--- src/sv/accel_tilt_angle_freefall_macros.svh ---
// Assertion macros for the tilt angle and free-fall block
`ifndef ACCEL_TILT_ANGLE_FREEFALL_MACROS_SVH
`define ACCEL_TILT_ANGLE_FREEFALL_MACROS_SVH
`ifndef SYNTHESIS
`define ATF_ASSERT_HOLD(label, cond, msg) \
  label: assert property (@(posedge clk) disable iff (!rst_n) (cond)) else $error(msg);
`define ATF_ASSERT_NEXT(label, ante, cons, msg) \
  label: assert property (@(posedge clk) disable iff (!rst_n) (ante) |=> (cons)) \
    else $error(msg);
`else
`define ATF_ASSERT_HOLD(label, cond, msg)
`define ATF_ASSERT_NEXT(label, ante, cons, msg)
`endif
`endif

--- src/sv/atf_pkg.sv ---
// Types, constants and the arctangent table for the tilt angle block
`timescale 1ns / 1ps
package atf_pkg;

  localparam int SQRT_STEPS    = 32;
  localparam int CORDIC_STAGES = 24;
  localparam int VEC_W         = 36;
  localparam int CANG_W        = 32;
  localparam int ANG_W         = 34;
  localparam int PITCH_W       = 15;
  localparam int ROLL_W        = 16;

  localparam logic [15:0] PITCH_LIM  = 16'd9000;
  localparam logic [15:0] ROLL_LIM   = 16'd18000;
  localparam logic [15:0] CENTI_TURN = 16'd36000;
  localparam logic [15:0] THR_RESET  = 16'd4915;
  localparam logic signed [ANG_W-1:0] HALF_TURN = 34'sh0_8000_0000;

  // atan(2^-i), 2^32 units per turn
  localparam logic [CANG_W-1:0] ATAN_TAB [CORDIC_STAGES] = '{
    32'd536870912, 32'd316933406, 32'd167458907, 32'd85004756,
    32'd42667331,  32'd21354465,  32'd10679838,  32'd5340245,
    32'd2670163,   32'd1335087,   32'd667544,    32'd333772,
    32'd166886,    32'd83443,     32'd41722,     32'd20861,
    32'd10430,     32'd5215,      32'd2608,      32'd1304,
    32'd652,       32'd326,       32'd163,       32'd81
  };

  typedef enum logic [2:0] {
    ROLL_NORM     = 3'd0,
    ROLL_FLIP_POS = 3'd1,
    ROLL_FLIP_NEG = 3'd2,
    ROLL_ZERO     = 3'd3,
    ROLL_NEG_HALF = 3'd4
  } roll_mode_t;

  typedef struct packed {
    logic signed [15:0] accel_x;
    logic signed [15:0] accel_y;
    logic signed [15:0] accel_z;
  } atf_in_t;

  typedef struct packed {
    logic signed [PITCH_W-1:0] pitch_centideg;
    logic signed [ROLL_W-1:0]  roll_centideg;
    logic                      free_fall;
  } atf_out_t;

  typedef struct packed {
    logic [63:0] rad;
    logic [33:0] rem;
    logic [31:0] root;
  } atf_sq_t;

  typedef struct packed {
    logic signed [15:0] x;
    logic signed [15:0] y;
    logic signed [15:0] z;
    logic [31:0]        mag2;
  } atf_sqside_t;

  typedef struct packed {
    logic signed [VEC_W-1:0]  vx;
    logic signed [VEC_W-1:0]  vy;
    logic signed [CANG_W-1:0] ang;
  } atf_vec_t;

  typedef struct packed {
    roll_mode_t mode;
    logic       pitch_zero;
    logic       ff;
  } atf_cside_t;

endpackage

--- src/sv/atf_cordic_cell.sv ---
// One vectoring CORDIC iteration for the pitch and roll lanes
`timescale 1ns / 1ps
module atf_cordic_cell import atf_pkg::*; #(
  parameter int IDX = 0
) (
  input  logic       clk,
  input  logic       rst_n,
  input  logic       en,
  input  logic       vld_i,
  input  atf_vec_t   p_i,
  input  atf_vec_t   r_i,
  input  atf_cside_t side_i,
  output logic       vld_o,
  output atf_vec_t   p_o,
  output atf_vec_t   r_o,
  output atf_cside_t side_o
);

  localparam logic signed [CANG_W-1:0] ATAN_C = $signed(ATAN_TAB[IDX]);

  function automatic atf_vec_t rot(input atf_vec_t v);
    atf_vec_t                w;
    logic signed [VEC_W-1:0] xs;
    logic signed [VEC_W-1:0] ys;
    xs = $signed(v.vx) >>> IDX;
    ys = $signed(v.vy) >>> IDX;
    if ($signed(v.vy) > 0) begin
      w.vx  = v.vx + ys;
      w.vy  = v.vy - xs;
      w.ang = v.ang + ATAN_C;
    end else begin
      w.vx  = v.vx - ys;
      w.vy  = v.vy + xs;
      w.ang = v.ang - ATAN_C;
    end
    return w;
  endfunction

  atf_vec_t   p_nxt;
  atf_vec_t   r_nxt;
  atf_vec_t   p_r;
  atf_vec_t   r_r;
  atf_cside_t side_r;
  logic       vld_r;

  assign p_nxt = rot(p_i);
  assign r_nxt = rot(r_i);

  always_ff @(posedge clk) begin
    if (!rst_n) begin
      vld_r <= 1'b0;
    end else if (en) begin
      vld_r <= vld_i;
    end
  end

  always_ff @(posedge clk) begin
    if (en) begin
      p_r    <= p_nxt;
      r_r    <= r_nxt;
      side_r <= side_i;
    end
  end

  assign vld_o  = vld_r;
  assign p_o    = p_r;
  assign r_o    = r_r;
  assign side_o = side_r;

endmodule

--- config.mk ---
export PLATFORM = sky130hd
export DESIGN_NAME = atf_cordic_cell
export DESIGN_NICKNAME = d
export VERILOG_FILES = /design/src/sv/accel_tilt_angle_freefall_macros.svh /design/src/sv/atf_pkg.sv /design/src/sv/atf_cordic_cell.sv
export SDC_FILE = /design/constraint.sdc
export NUM_CORES = 1
export LEC_CHECK = 0
export BUFFER_PORTS_ARGS = -buffer_cell sky130_fd_sc_hd__buf_2
export CAP_MARGIN = 20
export CORE_ASPECT_RATIO = 1.75
export CORE_MARGIN = 1.5
export CORE_UTILIZATION = 45
export CTS_CLUSTER_DIAMETER = 120
export DETAILED_ROUTE_END_ITERATION = 12
export PLACE_DENSITY_LB_ADDON = 0.3
export SETUP_SLACK_MARGIN = 0.15
export SYNTH_ARGS = -nofsm -noshare
export SYNTH_HDL_FRONTEND = slang
export SYNTH_SLANG_ARGS = --single-unit
--- constraint.sdc ---
create_clock -name clk -period 4 [get_ports clk]
set_clock_uncertainty 0.15 [all_clocks]
set_input_delay 0.8 -clock clk [delete_from_list [all_inputs] [get_ports clk]]
set_output_delay 0.8 -clock clk [all_outputs]
set_load 0.1 [all_outputs]
==> qor.yml <==
worst_slack_ns: 0.282
synth_nets: 2668
syn_avg_cell_area_um2: 8.71
final_nets: 3368
hold_buffers: 0
numCtsBuffers: 23
period_share: 0.929
status: "complete, no violations"
dp_hpwl_um: 72800
maxCapViolCount: 0
drc: 0
clock_latency_ns: 0.57
syn_area_um2: 19400
gp_congestion: 1.07
p_clk_frac: 0.204
grt_overflow: 0
dieWidth_um: 160
num_rows: 100
grt_pass1_vias: 20900
sw_frac_of_total: 0.493
grt_pass1_wl_um: 126000
synthArstFlopShare: 0
path_common_cell: "buf_4"
p_leak_nw: 11.7
drtAntennaViolNets: 0
vdd_drop_max_mv: 0.380
preCtsSetupSlack_ns: -0.491
hp-class: "in -> reg"
synth.most_common_cell: "a21oi_1"
critPathArrivalTime_ns: 3.88
grtUsageTotal: 0.380
cts.sink_count: 212
cts_resized: 1
clock-root-buffer: "clkbuf_16"
cts_setup_buffers: 0
port_buffers: 430
setup_viol: 0
yosys.area.top_type_share: 0.327
yosysSeqAreaShare: 0.328
wl_per_cell_um: 24.7
ys_types: 87
max_slew_margin: 0.455
synth_top_area_cell: "edfxtp_1"
cp_slowest_cell: "fa_1"
worstMarginPinSlew_ns: 0.809
start_util: 0.455
syn_to_final_growth_pct: 30.8
synth_ff_type: "edfxtp_1"
path_class: "in -> reg"
yosysWarnings: 0
die_area_um2: 44400
cts.clk_slew.worst_paths_ns: 0.07
pwr-share-comb: 0.520
first_iter_violations: 1380
wirelength_um: 86900
crit_buf_inv: 4
io_pins: 431
die_y_um: 277
drt_pass1_iterations: 6
vias: 20400
power_mw: 10.8
grt_max_degree: 76
fmaxAchievable_ghz: 0.269
p_per_area_nw_per_um2: 426
via_per_inst: 5.81
htreeDepth: 1
clockBufferDepth: 3
power_switching_mw: 5.32
antenna_found_initial: 10
critical_path.max_fanout: 3
syn_inst: 2225
rsz0062_at_grt: "false"
finalHoldViolCount: 0
finalSetupTns_ns: 0
worst_setup_path_end_kind: "register"
seq_power_share: 0.276
path_cells: "buf_2 > buf_4 > inv_1 > ha_1 > fa_1 > nand2b_1 > a21boi_0 > o21ai_0 > a21oi_2 > a31oi_1 > buf_4 > o31ai_2 > a211oi_1 > a21oi_1 > xnor2_1"
cts_tree: "built"
ys_seq_elements: 212
critPathMaxStageDelay_ns: 0.39
synth-edff-count: 211
crit_required_ns: 4.17
power.internal_mw: 5.48
synth.cells.most_frequent: "a21oi_1 (257), inv_1 (219), ha_1 (218)"
min_period_ns: 3.72
coreArea_um2: 42500
start_kind: "primary input"
maxSlewViolCount: 0
yosys-top-cells-area: "edfxtp_1 (33%), ha_1 (14%), a21oi_1 (6.6%)"
post-route-util: 0.596
drive_gt1_frac: 0.290
crit_family: "compound AO/OA/AOI/OAI gates"
[placed cells by master, fill, tap and decap left out, types with 7 or more instances in the layout]
cell type / instances
buf_2: 429
buf_4: 337
a21oi_1: 256
ha_1: 218
inv_1: 217
edfxtp_1: 211
nor2_1: 176
o21ai_0: 159
xnor2_1: 128
nand2_1: 109
nor3_1: 55
a21o_1: 48
o21bai_1: 47
nand3_1: 37
nor4_1: 32
nand4_1: 31
nand2b_1: 25
nor2b_1: 24
o31ai_1: 24
mux2i_1: 24
clkbuf_16: 23
o211ai_1: 22
or3_1: 22
a211oi_1: 21
o21a_1: 19
a31oi_1: 17
clkinv_1: 12
xor2_1: 12
diode_2: 10
and2_1: 10
a211o_1: 10
buf_12: 10
or2_2: 9
or4_1: 8
fa_1: 8
and3_1: 7
o21ai_1: 7
[per-stage QoR]
stage	cell area, um2	std cells	hold WS (ns)
floorplan	19400	2225	0.749
global placement	24600	3461	0.341
detailed placement	24600	3461	0.397
CTS	25300	3503	0.227
global route	25300	3505	0.240
finish	25300	3513	0.251
[logic make-up after synthesis]
group                      synth area share
and+or+nand+nor                       0.140
DFF                                   0.328
muxes                                0.0124
xor gates and xnor gates             0.0633
adders and majority gates             0.149
buffers and inverters                0.0665
AOI/OAI and AO/OA                     0.240
[routing by layer]
layer  global-route usage  wire [um]  vias up
li1                     -          -     9419
met1                0.340      27200     9630
met2                0.730      46000      987
met3               0.0580       4810      376
met4                0.330       8810        6
met5                    0         42        -
[worst register-to-register path, cell delays in order, from the launching register on]
cell	delay, ns
dfxtp_1	0.31
mux2i_1	0.13
nor2b_1	0.07
[flip-flops by register name, indices dropped and copies added (netlist names)]
signal,cells
side_o,5
p_o,103
vld_o,1
r_o,103
[cell type report]
type	instances	area (um2)
diodes	10	25.0
clock buffers	25	583
clock inverters	17	154
fillers	3923	17200
inverters	225	845
multi-input cells	1686	11800
flip-flops and latches	212	6360
well taps	561	702
repair buffers	777	4890
[worst paths after layout]
path	from	end	slack, ns	cells after the start
worst max-delay path	r_i[32]	r_o[58]$_DFFE_PP_	0.28	15
worst min-delay path	r_i[8]	r_o[8]$_DFFE_PP_	0.25	1
worst max register to register	vld_o$_SDFFE_PN0P_	vld_o$_SDFFE_PN0P_	3.23	2
worst min register to register	vld_o$_SDFFE_PN0P_	vld_o$_SDFFE_PN0P_	0.40	2
[power by group through the flow]
stage                     sequential, mW  clock (mW)  combinational (mW)
after global placement              3.03           0                5.52
final                               2.98        2.20                5.61
after global routing                3.01        2.29                5.82
after detailed placement            3.03           0                5.54
after floorplan                     5.27           0                1.61
after CTS                           2.98        2.24                5.55
(Power assumes the default switching activity.)
