**config.mk**
```make
export PLATFORM = sky130hd
export DESIGN_NAME = atf_conv
export DESIGN_NICKNAME = d
export VERILOG_FILES = /design/src/sv/accel_tilt_angle_freefall_macros.svh /design/src/sv/atf_pkg.sv /design/src/sv/atf_conv.sv
export SDC_FILE = /design/constraint.sdc
export NUM_CORES = 1
export LEC_CHECK = 0
export BUFFER_PORTS_ARGS = -buffer_cell sky130_fd_sc_hd__buf_2
export CAP_MARGIN = 10
export CORE_MARGIN = 4
export CORE_UTILIZATION = 58
export CTS_CLUSTER_DIAMETER = 120
export CTS_CLUSTER_SIZE = 16
export DETAILED_ROUTE_END_ITERATION = 10
export GPL_TIMING_DRIVEN = 0
export PLACE_DENSITY = 0.8
export SYNTH_ARGS = -nofsm -noshare
export SYNTH_HDL_FRONTEND = slang
export SYNTH_SLANG_ARGS = --single-unit
```
**constraint.sdc**
```tcl
create_clock -name clk -period 8.1 [get_ports clk]
set_clock_uncertainty 0.2 [all_clocks]
set_input_delay 1.215 -clock clk [delete_from_list [all_inputs] [get_ports clk]]
set_output_delay 1.215 -clock clk [all_outputs]
set_load 0.02 [all_outputs]
```
**src/sv/accel_tilt_angle_freefall_macros.svh**
```systemverilog
// Assertion macros for the tilt angle and free-fall block
`ifndef ACCEL_TILT_ANGLE_FREEFALL_MACROS_SVH
`define ACCEL_TILT_ANGLE_FREEFALL_MACROS_SVH
`ifndef SYNTHESIS
`define ATF_ASSERT_HOLD(label, cond, msg) \
  label: assert property (@(posedge clk) disable iff (!rst_n) (cond)) else $error(msg);
`define ATF_ASSERT_NEXT(label, ante, cons, msg) \
  label: assert property (@(posedge clk) disable iff (!rst_n) (ante) |=> (cons)) \
    else $error(msg);
`else
`define ATF_ASSERT_HOLD(label, cond, msg)
`define ATF_ASSERT_NEXT(label, ante, cons, msg)
`endif
`endif

```
**src/sv/atf_pkg.sv**
```systemverilog
// Types, constants and the arctangent table for the tilt angle block
`timescale 1ns / 1ps
package atf_pkg;

  localparam int SQRT_STEPS    = 32;
  localparam int CORDIC_STAGES = 24;
  localparam int VEC_W         = 36;
  localparam int CANG_W        = 32;
  localparam int ANG_W         = 34;
  localparam int PITCH_W       = 15;
  localparam int ROLL_W        = 16;

  localparam logic [15:0] PITCH_LIM  = 16'd9000;
  localparam logic [15:0] ROLL_LIM   = 16'd18000;
  localparam logic [15:0] CENTI_TURN = 16'd36000;
  localparam logic [15:0] THR_RESET  = 16'd4915;
  localparam logic signed [ANG_W-1:0] HALF_TURN = 34'sh0_8000_0000;

  // atan(2^-i), 2^32 units per turn
  localparam logic [CANG_W-1:0] ATAN_TAB [CORDIC_STAGES] = '{
    32'd536870912, 32'd316933406, 32'd167458907, 32'd85004756,
    32'd42667331,  32'd21354465,  32'd10679838,  32'd5340245,
    32'd2670163,   32'd1335087,   32'd667544,    32'd333772,
    32'd166886,    32'd83443,     32'd41722,     32'd20861,
    32'd10430,     32'd5215,      32'd2608,      32'd1304,
    32'd652,       32'd326,       32'd163,       32'd81
  };

  typedef enum logic [2:0] {
    ROLL_NORM     = 3'd0,
    ROLL_FLIP_POS = 3'd1,
    ROLL_FLIP_NEG = 3'd2,
    ROLL_ZERO     = 3'd3,
    ROLL_NEG_HALF = 3'd4
  } roll_mode_t;

  typedef struct packed {
    logic signed [15:0] accel_x;
    logic signed [15:0] accel_y;
    logic signed [15:0] accel_z;
  } atf_in_t;

  typedef struct packed {
    logic signed [PITCH_W-1:0] pitch_centideg;
    logic signed [ROLL_W-1:0]  roll_centideg;
    logic                      free_fall;
  } atf_out_t;

  typedef struct packed {
    logic [63:0] rad;
    logic [33:0] rem;
    logic [31:0] root;
  } atf_sq_t;

  typedef struct packed {
    logic signed [15:0] x;
    logic signed [15:0] y;
    logic signed [15:0] z;
    logic [31:0]        mag2;
  } atf_sqside_t;

  typedef struct packed {
    logic signed [VEC_W-1:0]  vx;
    logic signed [VEC_W-1:0]  vy;
    logic signed [CANG_W-1:0] ang;
  } atf_vec_t;

  typedef struct packed {
    roll_mode_t mode;
    logic       pitch_zero;
    logic       ff;
  } atf_cside_t;

endpackage

```
**src/sv/atf_conv.sv**
```systemverilog
// Binary angle to rounded, clamped centidegrees, two stages
`timescale 1ns / 1ps
module atf_conv import atf_pkg::*; #(
  parameter int          OUT_W = ROLL_W,
  parameter logic [15:0] LIMIT = ROLL_LIM
) (
  input  logic                    clk,
  input  logic                    en,
  input  logic signed [ANG_W-1:0] ang_i,
  output logic [OUT_W-1:0]        val_o
);

  logic signed [ANG_W-1:0] abs_v;
  logic [47:0]             prod_nxt;
  logic [47:0]             prod_r;
  logic                    neg_r;
  logic [47:0]             rnd;
  logic [15:0]             cen;
  logic [15:0]             clp;
  logic [16:0]             res;
  logic [OUT_W-1:0]        val_r;

  always_comb begin
    abs_v    = ang_i[ANG_W-1] ? -ang_i : ang_i;
    prod_nxt = 48'(abs_v[31:0]) * 48'(CENTI_TURN);
  end

  always_comb begin
    rnd = prod_r + 48'h0000_8000_0000;
    cen = rnd[47:32];
    clp = (cen > LIMIT) ? LIMIT : cen;
    res = neg_r ? (17'd0 - {1'b0, clp}) : {1'b0, clp};
  end

  always_ff @(posedge clk) begin
    if (en) begin
      prod_r <= prod_nxt;
      neg_r  <= ang_i[ANG_W-1];
      val_r  <= res[OUT_W-1:0];
    end
  end

  assign val_o = val_r;

endmodule

```
==> flow_summary.toml, run 1 <==
[final_layout]
diodes = 0
layout-drive-gt1-share_pct = 10.3
layout.nets = 1187
post-route-util_pct = 64.6
synthToLayoutAreaGrowth_pct = 8.53
final_area_um2 = 8630

[timing]
min_period_over_period_pct = 96.6
maxSlewHeadroom_pct = 45.0
fin_crit_ns = 7.82
timing.final.hold_violations = 0
tightest_slew_ns = 0.818
fmax_mhz = 128
setup_viol = 0
rsz0062_at_grt = "false"
finalSetupTns_ns = 0
maxSlewViolCount = 0

[worst_setup_path]
required_ns = 7.92
critPathKind = "input port to flip-flop"
path_cells = "buf_2 > nor4_2 > nand2_1 > or4_4 > or4_4 > or3_4 > nand2_1 > xnor2_2 > ha_1 > ha_1 > fa_1 > fa_1 > inv_1 > fa_1 > inv_1 > ha_1 > nand3_1 > nor2_1 > nand2_1 > nor4_1 > o31ai_1 > nand3b_1 > a21oi_1 > xnor2_1"
crit_path_end_kind = "flip-flop"
crit_arrival_ns = 7.64
cpPeakStageDelay_ns = 0.54
cp-start-kind = "input port"
slowest_stage = "fa_1"
path_max_fanout = 6

[detailed_routing]
dr.pass1.iters = 5
route.detailed.drc = 0
drt_wl_total_mm = 15.2
drt_iter0_markers = 198
vias_per_cell = 5.52
wl_per_cell_um = 14.2
vias = 5920
ant_nets = 0

[synth]
yosysWarnings = 0
yosys_most_used_dff = "edfxtp_1"
ys_types = 62
synth-seq-cells = 34
syn_nets = 1130
async_flop_share_pct = 0
yosysSeqAreaShare_pct = 12.8
synth_top_area_share_pct = 27.6
synth_edf_count = 34
syn_area_um2 = 7950
yosys.area.top_type = "ha_1"
netlist_instances = 839
synth.avg_cell_area_um2 = 9.47
netlist_top_cells_area = "ha_1 (28%), fa_1 (20%), edfxtp_1 (13%)"

[clock_network]
ctsHoldBuffers = 0
cts_sinks = 34
clk_path_buf_depth = 2
clk_pin_slew_ns = 0.05
clk_latency_ns = 0.28
cts_made_buffers = 5
htree_levels = 2
cts_root_buffer = "clkbuf_16"
cts_tree = "done"

[placed_design]
dpl.hpwl_mm = 13.3
placed_cell_area_um2 = 8420
port_buffers = 50
routabilityCongestion = 0.940

[floorplan]
die_x_um = 125
core_area_um2 = 13300
die_y_um = 125
start_util_pct = 59.5
io_pins = 52
rows = 42
die-area_um2 = 15600

[job]
drv_cap = 0

[power_and_ir_drop]
power_mw = 3.50
p_leak_nw = 4.32
irDropWorstVdd_mv = 0.226
p_per_area_nw_per_um2 = 405

[global_route]
grt_pass1_vias = 6003
grt_use_total_pct = 19.9
grt_overflow = 0
grt_max_degree = 35
antenna_found_initial = 0
grt_pass1_wl_mm = 26.5

[run_status]
status = "complete, no violations"

[min_path]
hold_class = "flip-flop to flip-flop"
==> layout make-up <==
cell class | instances | area (um2)
plain buffers | 16 | 73.8
clock buffers | 6 | 129
clock inverters | 2 | 8.76
fillers | 1097 | 4720
inverters | 175 | 657
multi-input cells | 614 | 6270
flip-flops and latches | 34 | 1020
well taps | 176 | 220
repair buffers | 50 | 250
==> worst max-delay path: cells and delay by family <==
kind	cells	cell delay [ns]
xor+xnor	2	0.35
fa+ha+maj	6	2.58
compound gates	2	0.28
buf+inv	3	0.22
simple gates	11	2.99
==> where the power goes <==
| part | switching [mW] | internal, mW |
|---|---|---|
| sequential | 0.0475 | 0.357 |
| clock | 0.0663 | 0.112 |
| combinational | 1.69 | 1.23 |
| total | 1.80 | 1.70 |
==> final timing paths <==
check	depth (start not counted)	end	startpoint	slack, ns
max	24	prod_r[45]	ang_i[5]	0.28
max reg2reg	16	val_o[8]	prod_r[31]	3.73
min	3	val_o[0]	prod_r[32]	0.58
min reg2reg	3	val_o[0]	prod_r[32]	0.58
==> layer usage <==
layer | up-vias | track usage, % | routed length (um)
met5 | - | 0 | 0
met4 | 0 | 4.15 | 231
met3 | 20 | 2.86 | 700
li1 | 2985 | - | -
met2 | 141 | 34.8 | 7210
met1 | 2774 | 26.3 | 7060
==> cell families (layout without fill, tap and decap cells) <==
group	Yosys count	in the layout	synth area share [%]
buffers and inverters	191	249	9.19
AND/OR/NAND/NOR	157	157	10.9
multiplexers	3	3	0.394
AO/OA/AOI/OAI	131	131	11.4
XOR/XNOR	68	68	7.59
adder cells (fa/ha/maj)	255	255	47.7
flip-flops	34	34	12.8
==> cell usage in the layout, fill, tap and decap left out, types with 4 or more instances in the layout <==
cell / synthesis / final
a211oi_1: 4 / 4
a21o_1: 8 / 8
a21oi_1: 30 / 30
a31oi_1: 7 / 7
and2_1: 6 / 6
and3_1: 8 / 8
buf_2: 8 / 58
clkbuf_1: 6 / 7
clkbuf_16: 0 / 5
edfxtp_1: 34 / 34
fa_1: 80 / 80
ha_1: 175 / 174
inv_1: 175 / 175
nand2_1: 37 / 37
nand2b_1: 7 / 7
nand3_1: 19 / 19
nand3b_1: 4 / 4
nand4_1: 10 / 10
nor2_1: 24 / 24
nor2b_1: 7 / 7
nor3_1: 8 / 8
nor4_1: 4 / 4
o21ai_0: 28 / 28
o21bai_1: 5 / 5
o311ai_0: 6 / 6
o31ai_1: 10 / 8
o41ai_1: 7 / 7
or3_1: 4 / 4
or4_1: 4 / 4
xnor2_1: 44 / 42
xor2_1: 23 / 20
xor2_2: 1 / 4
==> synth_stat cells (all sizes together), types with 2 or more instances <==
master   count
a2111oi      2
a211oi       5
a21o         8
a21oi       30
a221oi       3
a31oi        7
and2         6
and3         8
and4         3
buf         10
clkbuf       6
edfxtp      34
fa          80
ha         175
inv        175
mux2i        2
nand2       37
nand2b       7
nand3       19
nand3b       4
nand4       11
nor2        24
nor2b        7
nor3         9
nor4         6
o2111ai      2
o211ai       3
o21a         2
o21ai       30
o21bai       5
o311ai       6
o31ai       13
o41ai        7
or2          2
or3          5
or3b         2
or4          6
xnor2       44
xor2        24
==> sequential cells by signal, indices dropped and copies added, names as in the netlist <==
signal	flops
prod_r	17
val_o	16
neg_r	1
==> through the flow <==
stage | hold slack, ns | setup WS, ns | std cells
2_1_floorplan | 0.501 | 0.497 | 839
3_3_place_gp | 0.562 | -0.120 | 1065
3_5_place_dp | 0.569 | -0.199 | 1065
4_1_cts | 0.590 | 0.0974 | 1073
5_1_grt | 0.647 | 0.0222 | 1073
6_report | 0.583 | 0.278 | 1073
==> timing repair <==
item	in CTS	in global routing
hold endpoints to repair	0	0
gates resized for setup	0	10
setup endpoints to repair	0	9
buffers inserted	0	0
Power figures use the tool's default switching activity.
==> run 2: changes to the inputs <==
--- a/config.mk
+++ b/config.mk
@@ -13,6 +13,7 @@
 export CTS_CLUSTER_SIZE = 16
 export DETAILED_ROUTE_END_ITERATION = 10
 export GPL_TIMING_DRIVEN = 0
+export MAX_ROUTING_LAYER = met4
 export PLACE_DENSITY = 0.8
 export SYNTH_ARGS = -nofsm -noshare
 export SYNTH_HDL_FRONTEND = slang
==> flow_summary.toml, run 2 (synthesis results as in run 1) <==
[worst_setup_path]
critPathKind = "input port to flip-flop"
path_cells = "buf_2 > nor4_2 > nand2_1 > or4_4 > or4_4 > or3_4 > nand2_1 > xnor2_2 > ha_1 > ha_1 > fa_1 > fa_1 > inv_1 > fa_1 > inv_1 > ha_1 > nand3_1 > nor2_1 > nand2_1 > nor4_1 > o31ai_1 > nand3b_1 > a21oi_1 > xnor2_1"
slowest_stage = "fa_1"
crit_arrival_ns = 7.63
crit_start = "ang_i[5]"
cpPeakStageDelay_ns = 0.54
crit_path_end_kind = "flip-flop"
cp-start-kind = "input port"
required_ns = 7.92
reg2reg_from = "prod_r[31]"
path_max_fanout = 6

[timing]
tightest_slew_ns = 0.817
timing.final.hold_violations = 0
setup_viol = 0
fmax_mhz = 128
rsz0062_at_grt = "false"
maxSlewHeadroom_pct = 45.1
min_period_over_period_pct = 96.5
fin_ws_ns = 0.287
fin_crit_ns = 7.81
maxSlewViolCount = 0
finalSetupTns_ns = 0

[placed_design]
dpl.hpwl_mm = 13.3
dp.cells = 1065
routabilityCongestion = 0.957
place_ws_ns = -0.199
port_buffers = 50

[detailed_routing]
drt_wl_total_mm = 15.2
vias_per_cell = 5.54
wl_per_cell_um = 14.1
dr.pass1.iters = 4
route.detailed.drc = 0
ant_nets = 0
drt_iter0_markers = 189
vias = 5942

[clock_network]
htree_levels = 2
post_cts_resized = 0
cts_root_buffer = "clkbuf_16"
ctsHoldBuffers = 0
clk_latency_ns = 0.28
cts_made_buffers = 5
cts_tree = "done"
clk_pin_slew_ns = 0.05
clk_path_buf_depth = 2
cts_sinks = 34
postCtsSetupBuffers = 0

[power_and_ir_drop]
irDropWorstVdd_mv = 0.226
p_leak_nw = 4.32
p_per_area_nw_per_um2 = 405

[global_route]
grt_overflow = 0
grt_pass1_vias = 5999
grt_max_degree = 35
grt_pass1_wl_mm = 26.5
grt_use_total_pct = 20.5
antenna_found_initial = 0

[floorplan]
start_util_pct = 59.5
io_pins = 52
die-area_um2 = 15600
die_x_um = 125
die_y_um = 125
core_area_um2 = 13300
rows = 42

[final_layout]
mostFrequentLayoutCells = "inv_1 (175), ha_1 (174), fa_1 (80)"
post-route-util_pct = 64.6
layout.nets = 1187
largest_register_ffs = 17
largest-register = "prod_r"
fillerInstances = 1097
diodes = 0
final_common_cell = "inv_1"
fin_cells = 1073
synthToLayoutAreaGrowth_pct = 8.53
layout-drive-gt1-share_pct = 10.3

[job]
drv_cap = 0

[run_status]
status = "complete, no violations"

[min_path]
hp-start = "prod_r[32]"
hold_class = "flip-flop to flip-flop"
## run 2: power by group
group	switching (mW)	total, mW	internal, mW	leakage (nW)
Combinational	1.69	2.91	1.23	3.92
Sequential	0.0473	0.404	0.357	0.334
Clock	0.0656	0.178	0.112	0.0683
## run 2: area by class of cell
class / instances / area (um2) / share of cell area [%]
clock buffer: 6 / 129 / 1.49
sequential: 34 / 1020 / 11.8
tap: 176 / 220 / 2.55
inverter: 175 / 657 / 7.62
clock inverter: 2 / 8.76 / 0.102
timing repair buffer: 50 / 250 / 2.90
buffer: 16 / 73.8 / 0.856
multi-input combinational: 614 / 6270 / 72.6
## run 2: critical path: cells and delay by family
family,cells,cell delay (ns)
xor gates and xnor gates,2,0.35
and+or+nand+nor,11,2.97
buffers and inverters,3,0.22
AOI/OAI and AO/OA,2,0.28
adders and majority gates,6,2.58
## run 2: stage by stage
step / power (mW) / hold WS (ns) / area, um2
floorplan: 2.68 / 0.501 / 7950
global placement: 3.21 / 0.562 / 8420
detailed placement: 3.31 / 0.569 / 8420
CTS: 3.50 / 0.590 / 8560
global route: 4.01 / 0.647 / 8630
finish: 3.50 / 0.584 / 8630
## run 2: path summary, 6_finish.rpt
| path | end | slack [ns] | cells after the start |
|---|---|---|---|
| worst max-delay path | prod_r[45] | 0.29 | 24 |
| worst min register to register | val_o[0] | 0.58 | 3 |
| worst min-delay path | val_o[0] | 0.58 | 3 |
| worst max register to register | val_o[8] | 3.74 | 16 |
## run 2: per-layer routing
| metal | global-route usage, % | share of wire [%] | up-vias |
|---|---|---|---|
| li1 | - | - | 2985 |
| met1 | 26.4 | 46 | 2798 |
| met2 | 34.8 | 47 | 139 |
| met3 | 2.86 | 4.9 | 20 |
| met4 | 4.15 | 1.5 | 0 |
| met5 | - | 0 | - |
