File: src/sv/accel_tilt_angle_freefall_macros.svh
// Assertion macros for the tilt angle and free-fall block
`ifndef ACCEL_TILT_ANGLE_FREEFALL_MACROS_SVH
`define ACCEL_TILT_ANGLE_FREEFALL_MACROS_SVH
`ifndef SYNTHESIS
`define ATF_ASSERT_HOLD(label, cond, msg) \
  label: assert property (@(posedge clk) disable iff (!rst_n) (cond)) else $error(msg);
`define ATF_ASSERT_NEXT(label, ante, cons, msg) \
  label: assert property (@(posedge clk) disable iff (!rst_n) (ante) |=> (cons)) \
    else $error(msg);
`else
`define ATF_ASSERT_HOLD(label, cond, msg)
`define ATF_ASSERT_NEXT(label, ante, cons, msg)
`endif
`endif

File: src/sv/atf_pkg.sv
// Types, constants and the arctangent table for the tilt angle block
`timescale 1ns / 1ps
package atf_pkg;

  localparam int SQRT_STEPS    = 32;
  localparam int CORDIC_STAGES = 24;
  localparam int VEC_W         = 36;
  localparam int CANG_W        = 32;
  localparam int ANG_W         = 34;
  localparam int PITCH_W       = 15;
  localparam int ROLL_W        = 16;

  localparam logic [15:0] PITCH_LIM  = 16'd9000;
  localparam logic [15:0] ROLL_LIM   = 16'd18000;
  localparam logic [15:0] CENTI_TURN = 16'd36000;
  localparam logic [15:0] THR_RESET  = 16'd4915;
  localparam logic signed [ANG_W-1:0] HALF_TURN = 34'sh0_8000_0000;

  // atan(2^-i), 2^32 units per turn
  localparam logic [CANG_W-1:0] ATAN_TAB [CORDIC_STAGES] = '{
    32'd536870912, 32'd316933406, 32'd167458907, 32'd85004756,
    32'd42667331,  32'd21354465,  32'd10679838,  32'd5340245,
    32'd2670163,   32'd1335087,   32'd667544,    32'd333772,
    32'd166886,    32'd83443,     32'd41722,     32'd20861,
    32'd10430,     32'd5215,      32'd2608,      32'd1304,
    32'd652,       32'd326,       32'd163,       32'd81
  };

  typedef enum logic [2:0] {
    ROLL_NORM     = 3'd0,
    ROLL_FLIP_POS = 3'd1,
    ROLL_FLIP_NEG = 3'd2,
    ROLL_ZERO     = 3'd3,
    ROLL_NEG_HALF = 3'd4
  } roll_mode_t;

  typedef struct packed {
    logic signed [15:0] accel_x;
    logic signed [15:0] accel_y;
    logic signed [15:0] accel_z;
  } atf_in_t;

  typedef struct packed {
    logic signed [PITCH_W-1:0] pitch_centideg;
    logic signed [ROLL_W-1:0]  roll_centideg;
    logic                      free_fall;
  } atf_out_t;

  typedef struct packed {
    logic [63:0] rad;
    logic [33:0] rem;
    logic [31:0] root;
  } atf_sq_t;

  typedef struct packed {
    logic signed [15:0] x;
    logic signed [15:0] y;
    logic signed [15:0] z;
    logic [31:0]        mag2;
  } atf_sqside_t;

  typedef struct packed {
    logic signed [VEC_W-1:0]  vx;
    logic signed [VEC_W-1:0]  vy;
    logic signed [CANG_W-1:0] ang;
  } atf_vec_t;

  typedef struct packed {
    roll_mode_t mode;
    logic       pitch_zero;
    logic       ff;
  } atf_cside_t;

endpackage

File: src/sv/atf_sqrt_cell.sv
// One digit step of the pipelined square root
`timescale 1ns / 1ps
module atf_sqrt_cell import atf_pkg::*; (
  input  logic        clk,
  input  logic        rst_n,
  input  logic        en,
  input  logic        vld_i,
  input  atf_sq_t     sq_i,
  input  atf_sqside_t side_i,
  output logic        vld_o,
  output atf_sq_t     sq_o,
  output atf_sqside_t side_o
);

  logic [33:0] rem_sh;
  logic [33:0] trial;
  atf_sq_t     sq_nxt;
  atf_sq_t     sq_r;
  atf_sqside_t side_r;
  logic        vld_r;

  always_comb begin
    rem_sh     = {sq_i.rem[31:0], sq_i.rad[63:62]};
    trial      = {sq_i.root, 2'b01};
    sq_nxt.rad = {sq_i.rad[61:0], 2'b00};
    if (rem_sh >= trial) begin
      sq_nxt.rem  = rem_sh - trial;
      sq_nxt.root = {sq_i.root[30:0], 1'b1};
    end else begin
      sq_nxt.rem  = rem_sh;
      sq_nxt.root = {sq_i.root[30:0], 1'b0};
    end
  end

  always_ff @(posedge clk) begin
    if (!rst_n) begin
      vld_r <= 1'b0;
    end else if (en) begin
      vld_r <= vld_i;
    end
  end

  always_ff @(posedge clk) begin
    if (en) begin
      sq_r   <= sq_nxt;
      side_r <= side_i;
    end
  end

  assign vld_o  = vld_r;
  assign sq_o   = sq_r;
  assign side_o = side_r;

endmodule

File: config.mk
export PLATFORM = sky130hd
export DESIGN_NAME = atf_sqrt_cell
export DESIGN_NICKNAME = d
export VERILOG_FILES = /design/src/sv/accel_tilt_angle_freefall_macros.svh /design/src/sv/atf_pkg.sv /design/src/sv/atf_sqrt_cell.sv
export SDC_FILE = /design/constraint.sdc
export NUM_CORES = 1
export LEC_CHECK = 0
export BUFFER_PORTS_ARGS = -buffer_cell sky130_fd_sc_hd__buf_4
export CAP_MARGIN = 25
export CORE_AREA = 2 2 167 169
export CTS_BUF_LIST = sky130_fd_sc_hd__clkbuf_2
export CTS_CLUSTER_DIAMETER = 150
export DETAILED_ROUTE_END_ITERATION = 8
export DIE_AREA = 0 0 169 171
export PLACE_DENSITY = 0.64
export REMOVE_ABC_BUFFERS = 1
export SLEW_MARGIN = 20
export SYNTH_ARGS = -nofsm -noshare
export SYNTH_HDL_FRONTEND = slang
export SYNTH_SLANG_ARGS = --single-unit
File: constraint.sdc
create_clock -name clk -period 3.4 [get_ports clk]
set_input_delay 0.17 -clock clk [delete_from_list [all_inputs] [get_ports clk]]
set_output_delay 0.17 -clock clk [all_outputs]
set_load 0.02 [all_outputs]
==> reports/summary.txt, run 1 <==
status = completed
required time worst endpoint = 3.96 ns
CTS tree = built
# rows = 61
CTS root buf = clkbuf_2
DRT Pass-1 Iters = 4
setup slack, reg-to-reg = 2.18 ns
sequential cell area fraction in the yosys report = 0.704
Worst VDD drop = 0.000228 V
DR vias = 7,967
Leak = 6.99 nW
Worst-path clk slew = 0.12 ns
async set or reset register ratio after synthesis = 0
DPL Wire Length = 20,300 um
CTS buffer count = 56
layout cells sized above 1 = 0.418
GRT Total Usage = 0.204
met1 usage in global routing = 0.219
setup violators final = 0
WL/cell = 19.5 um
chip width = 169 um
Mapped Area = 8900 sq um
Final Hold Fails = 0
worst-margin pin slew = 0.825 ns
Die Area = 28,900 sq um
Initial Util = 0.326
CTS Buffer Depth = 3
Tmin final = 3.28 ns
cells after synthesis = 565
routing usage on met3 = 0.0611
nets = 1,575
Setup Crit Path Kind = primary input to flip-flop
Setup Total Neg Slack = 0 ns
Distinct cells, synth = 61
M2 GR Usage = 0.377
vias in the first global route = 7,970
post-layout util = 0.579
Final Slew Violations = 0
#FFs+latches synth = 209
Reg2Reg Depth = 3
Hold Crit Start = side_i[47]
Ports = 425
Final Skew = 0 ns
Post-synth EDFFs = 208
Worst Setup End Kind = flip-flop
total congestion overflow = 0
first-pass GRT wire length = 44,900 um
Hold Path Sink = side_o[47]
Critical Path AT = 3.84 ns
vias per inst = 4.66
Final Cycle Share = 0.964
gr busiest metal = met2
Post-route DRC = 0
RSZ-0062 raised after global routing = false
clock sink count = 209
Hold Path Class = primary input to flip-flop
ys flop type = edfxtp_1
FMAX = 305 MHz
post-route ant nets = 0
Area Overhead vs Synth = 77.7%
chip height = 171 um
Routed WL = 33,400 um
Port Buffers = 420
initial antenna violation count = 3
Worst setup SP type = primary input
DRT iter0 DRCs = 494
maximum fanout along the worst path = 30
yosys warns = 0
max-cap viol count = 0
post-CTS setup repair buffer count = 0
Placer Congestion = 0.805
Worst-Skew Late Latency = 0.83 ns
FF-to-FF End = vld_o
syn_area_per_cell = 15.8 sq um
WHS Path Cells = 2
largest net degree at the start of global routing = 97
relative slew slack = 0.450
Core ar. = 27,300 sq um
maximum level of the CTS H-tree = 2
power density cells = 428 nW/um^2
R2R Path Start = vld_o
[registers in the layout (all words and copies together), names as in the netlist]
signal  count
side_o     80
sq_o      128
vld_o       1
[area by class of cell]
type | instances | area [sq um]
Clock buffer | 83 | 415
Antenna cell | 2 | 5.00
Timing Repair Buffer | 718 | 6120
Clock inverter | 10 | 50.0
Sequential cell | 209 | 6270
Fill cell | 2098 | 11500
Multi-Input combinational cell | 298 | 2360
Tap cell | 346 | 433
Inverter | 44 | 170
[cell usage after synthesis (3+ instances only)]
master	n	area share
o31ai_1	3	0.0025
clkbuf_1	8	0.0034
nand2_1	30	0.013
or3_1	5	0.0035
nor2_1	22	0.0093
nor4_1	3	0.0021
mux2_4	28	0.047
nand3_1	8	0.0045
edfxtp_1	208	0.70
xnor2_1	16	0.016
a211oi_1	4	0.0034
o21ai_1	3	0.0017
buf_12	3	0.0067
inv_1	42	0.018
o211ai_1	4	0.0034
xor2_1	12	0.012
o21bai_1	6	0.0051
nor3_1	7	0.0039
mux2i_1	3	0.0034
o21ai_0	16	0.0090
nand2b_1	5	0.0035
a21oi_1	31	0.017
ha_1	34	0.048
a21o_1	11	0.0093
nand4_1	6	0.0042
[stage by stage]
step,worst slack (ns),cell area [sq um],instances,total power [mW],hold WS (ns)
global placement,0.279,12500,1334,4.72,0.348
finish,0.123,15800,1710,6.77,0.0716
detailed placement,0.272,12500,1334,4.74,0.349
CTS,0.0810,15400,1665,6.69,0.00210
global route,0.0504,15800,1710,7.08,-0.00289
floorplan,0.695,8790,551,3.99,0.269
[critical path, stage by stage]
cell,delay (ns)
dlygate4sd3_1,0.55
buf_4,0.11
inv_1,0.04
ha_1,0.39
nand4_1,0.21
a21oi_1,0.37
a21oi_4,0.13
a21oi_2,0.27
o41ai_4,0.12
o21a_4,0.25
inv_6,0.33
mux2_4,0.34
dlygate4sd3_1,0.55
[layout by cell type (no fill, tap or decap), drive strengths merged, types with 8 or more instances in the layout]
| master | count |
|---|---|
| mux2 | 28 |
| edfxtp | 208 |
| a21oi | 35 |
| ha | 34 |
| nand2 | 32 |
| inv | 44 |
| clkinv | 9 |
| xnor2 | 16 |
| nor2 | 22 |
| nand3 | 8 |
| buf | 436 |
| o21ai | 19 |
| dlygate4sd3 | 281 |
| xor2 | 12 |
| clkbuf | 84 |
| a21o | 11 |
[per-layer routing]
metal,vias to the layer above,share of wire
met5,-,0.00048
met4,2,0.035
met3,85,0.074
met2,371,0.52
met1,3826,0.37
li1,3683,-
[worst max path at each step]
stage	from	to	depth (start not counted)
6_report	sq_i[8]	sq_o[39]	13
5_1_grt	sq_i[8]	sq_o[39]	13
4_1_cts	sq_i[40]	sq_o[39]	12
3_5_place_dp	sq_i[8]	sq_o[45]	11
3_3_place_gp	sq_i[7]	sq_o[46]	11
2_1_floorplan	sq_i[0]	sq_o[34]	12
[kinds of logic (layout without fill, tap and decap cells)]
| family | after synthesis | count (layout) | share of synthesized area |
|---|---|---|---|
| DFF | 209 | 209 | 0.704 |
| AOI/OAI and AO/OA | 106 | 106 | 0.0850 |
| and+or+nand+nor | 97 | 97 | 0.0533 |
| buffers and inverters | 59 | 855 | 0.0318 |
| adders and majority gates | 34 | 34 | 0.0478 |
| muxes | 31 | 31 | 0.0506 |
| xor gates and xnor gates | 28 | 28 | 0.0275 |
| other | 1 | 4 | 0.000421 |
[power breakdown]
group | internal (mW) | leakage [nW] | switching, mW
Combinational | 0.928 | 4.58 | 0.901
Sequential | 3.10 | 2.04 | 0.0774
Clock | 0.646 | 0.369 | 1.12
Total | 4.68 | 6.99 | 2.09
[repair_timing]
action,in CTS,in global routing
hold buffers,238,43
hold endpoints to repair,208,47
setup endpoints to repair,0,5
resized for setup,0,1
Power figures use the tool's default switching activity.
==> run 2, diff against run 1 <==
Clock period 3.4 ns to 3.1 ns, I/O delays scaled along.
==> run 2 against run 1 <==
Compared with the run above: critical path depth increased by 3; core utilization increased by 0.28 points; non-clock buffer count increased by 2; via count decreased by 1.5%; count of clock-buffer cells in the layout decreased by 3; sequential power increased by 9.7%; worst setup slack got worse by 0.10 ns; highest routed layer unchanged.
==> reports/summary.txt, run 2 (synthesis results as in run 1) <==
status = completed
Hold WS = 0.113 ns (+0.0410 ns)
maximum fanout along the worst path = 15 (-50%)
worst setup margin = 0.0185 ns (-0.105 ns)
Leak = 7.03 nW (+0.52%)
Placement Setup Slack = 0.209 ns (-0.0626 ns)
DR vias = 7,850 (-1.5%)
DRT Pass-1 Iters = 5 (+1)
CTS root buf = clkbuf_2
CTS buffer count = 55 (-1.8%)
CP Cell Sequence = dlygate4sd3_1 -> buf_4 -> inv_1 -> ha_1 -> and3_4 -> nand2_2 -> nor2_2 -> nand4_1 -> nor2_1 -> o311a_1 -> a211oi_2 -> o21a_4 -> inv_4 -> buf_12 -> mux2_4 -> dlygate4sd3_1
layout cells sized above 1 = 0.427 (+0.00923)
Most common cell on crit path = dlygate4sd3_1
CP peak stage delay = 0.55 ns (about the same)
vias in the first global route = 8,301 (+4.2%)
clock sink count = 209 (unchanged)
first-pass GRT wire length = 46,700 um (+4.0%)
Routed WL = 32,100 um (-4.0%)
Final Skew = 0 ns (unchanged)
max reg flops = 128 (unchanged)
Worst setup SP type = primary input
Worst VDD drop = 0.000269 V (+18%)
Final Hold Fails = 0 (unchanged)
post-route ant nets = 0 (unchanged)
Die Area = 28,900 sq um (unchanged)
chip width = 169 um (unchanged)
Worst-path clk slew = 0.11 ns (about the same)
Port Buffers = 420 (unchanged)
maximum level of the CTS H-tree = 2 (unchanged)
WL/cell = 18.7 um (-4.2%)
Setup Crit Path Kind = primary input to flip-flop
Post-route DRC = 0 (unchanged)
power density cells = 467 nW/um^2 (+9.1%)
Worst Setup End Kind = flip-flop
setup violators final = 0 (unchanged)
vias per inst = 4.58 (-1.7%)
DPL Wire Length = 20,300 um (about the same)
chip height = 171 um (unchanged)
CTS tree = built
CTS Buffer Depth = 3 (unchanged)
Hold Path Class = primary input to flip-flop
relative slew slack = 0.513 (+0.0632)
Critical Path AT = 3.61 ns (-0.23 ns)
DRT iter0 DRCs = 383 (-22%)
Final Cycle Share = 0.994
Initial Util = 0.326 (unchanged)
nets = 1,576 (+0.063%)
Tmin final = 3.08 ns
Final Slew Violations = 0 (unchanged)
# rows = 61 (unchanged)
Worst-Skew Late Latency = 0.75 ns (-0.08 ns)
initial antenna violation count = 4 (+1)
commonest cells after routing, fill and taps aside = buf_4, dlygate4sd3_1, edfxtp_1
critical path's slowest cell = dlygate4sd3_1
total congestion overflow = 0 (unchanged)
GRT Total Usage = 0.211 (+0.00729)
largest net degree at the start of global routing = 87 (-10%)
Placer Congestion = 0.832 (+3.4%)
max-cap viol count = 0 (unchanged)
FMAX = 325 MHz
Area Overhead vs Synth = 78.6%
Core ar. = 27,300 sq um (unchanged)
Ports = 425 (unchanged)
commonest non-fill, non-tap cell in the layout = buf_4
worst-margin pin slew = 0.730 ns (-0.0948 ns)
required time worst endpoint = 3.63 ns (-0.33 ns)
run 2: changes by cell type in the layout (fill, tap and decap cells not counted), sizes merged:
cell / change
clkinv: +2
clkinvlp: -1
buf: +7
clkbuf: -3
diode: +3
bufinv: +1
dlygate4sd3: -5
run 2: metal layers:
metal,part of all wire,routed length [um],up-vias,global-route usage
met1,0.37,11800,3737,0.225
met4,0.034,1080,2,0.0847
met3,0.073,2340,65,0.0625
li1,-,-,3700,-
met5,0.00016,5,-,0
met2,0.53,16900,346,0.391
run 2: report_power, final:
group          internal, mW  switching [mW]
clock network         0.776            1.15
registers              3.40          0.0847
logic                  1.03           0.980
run 2: worst paths after layout:
| kind | endpoint | slack, ns | from | cells after the start |
|---|---|---|---|---|
| setup / recovery | sq_o[65] | 0.02 | sq_i[24] | 16 |
| hold / removal | side_o[6] | 0.11 | side_i[6] | 2 |
| setup reg to reg | vld_o | 1.85 | vld_o | 3 |
| hold reg to reg | vld_o | 1.16 | vld_o | 3 |
run 2: area by class of cell:
cell class              count  area, sq um
fillers                  2121        11400
flip-flops and latches    209         6270
repair buffers            720         6150
multi-input cells         298         2380
well taps                 346          433
clock buffers              80          400
inverters                  44          168
clock inverters            12         86.3
diodes                      5         12.5
run 2: what timing repair did:
action / 4_1_cts / 5_1_grt
setup buffers: 0 / 1
hold endpoints to repair: 253 / 0
endpoints found under the setup margin: 0 / 2
hold buffers: 276 / 0
resized for setup: 0 / 8
run 2: critical path, delay by kind of cell:
kind	cells	cell delay, ns
buffers and inverters	6	1.43
multiplexers	1	0.30
AND/OR/NAND/NOR	5	0.54
AO/OA/AOI/OAI	3	0.77
adder cells (fa/ha/maj)	1	0.40
run 2: stage by stage:
stage / cell area (sq um) / std cells / power [mW] / util / setup TNS [ns]
6_report: 15900 / 1714 / 7.42 / 0.582 / 0
5_1_grt: 15900 / 1713 / 7.78 / 0.582 / -0.0178
4_1_cts: 15900 / 1708 / 7.44 / 0.580 / 0
3_5_place_dp: 12600 / 1340 / 5.22 / 0.461 / 0
3_3_place_gp: 12600 / 1340 / 5.20 / 0.461 / 0
2_1_floorplan: 8790 / 551 / 4.37 / - / 0
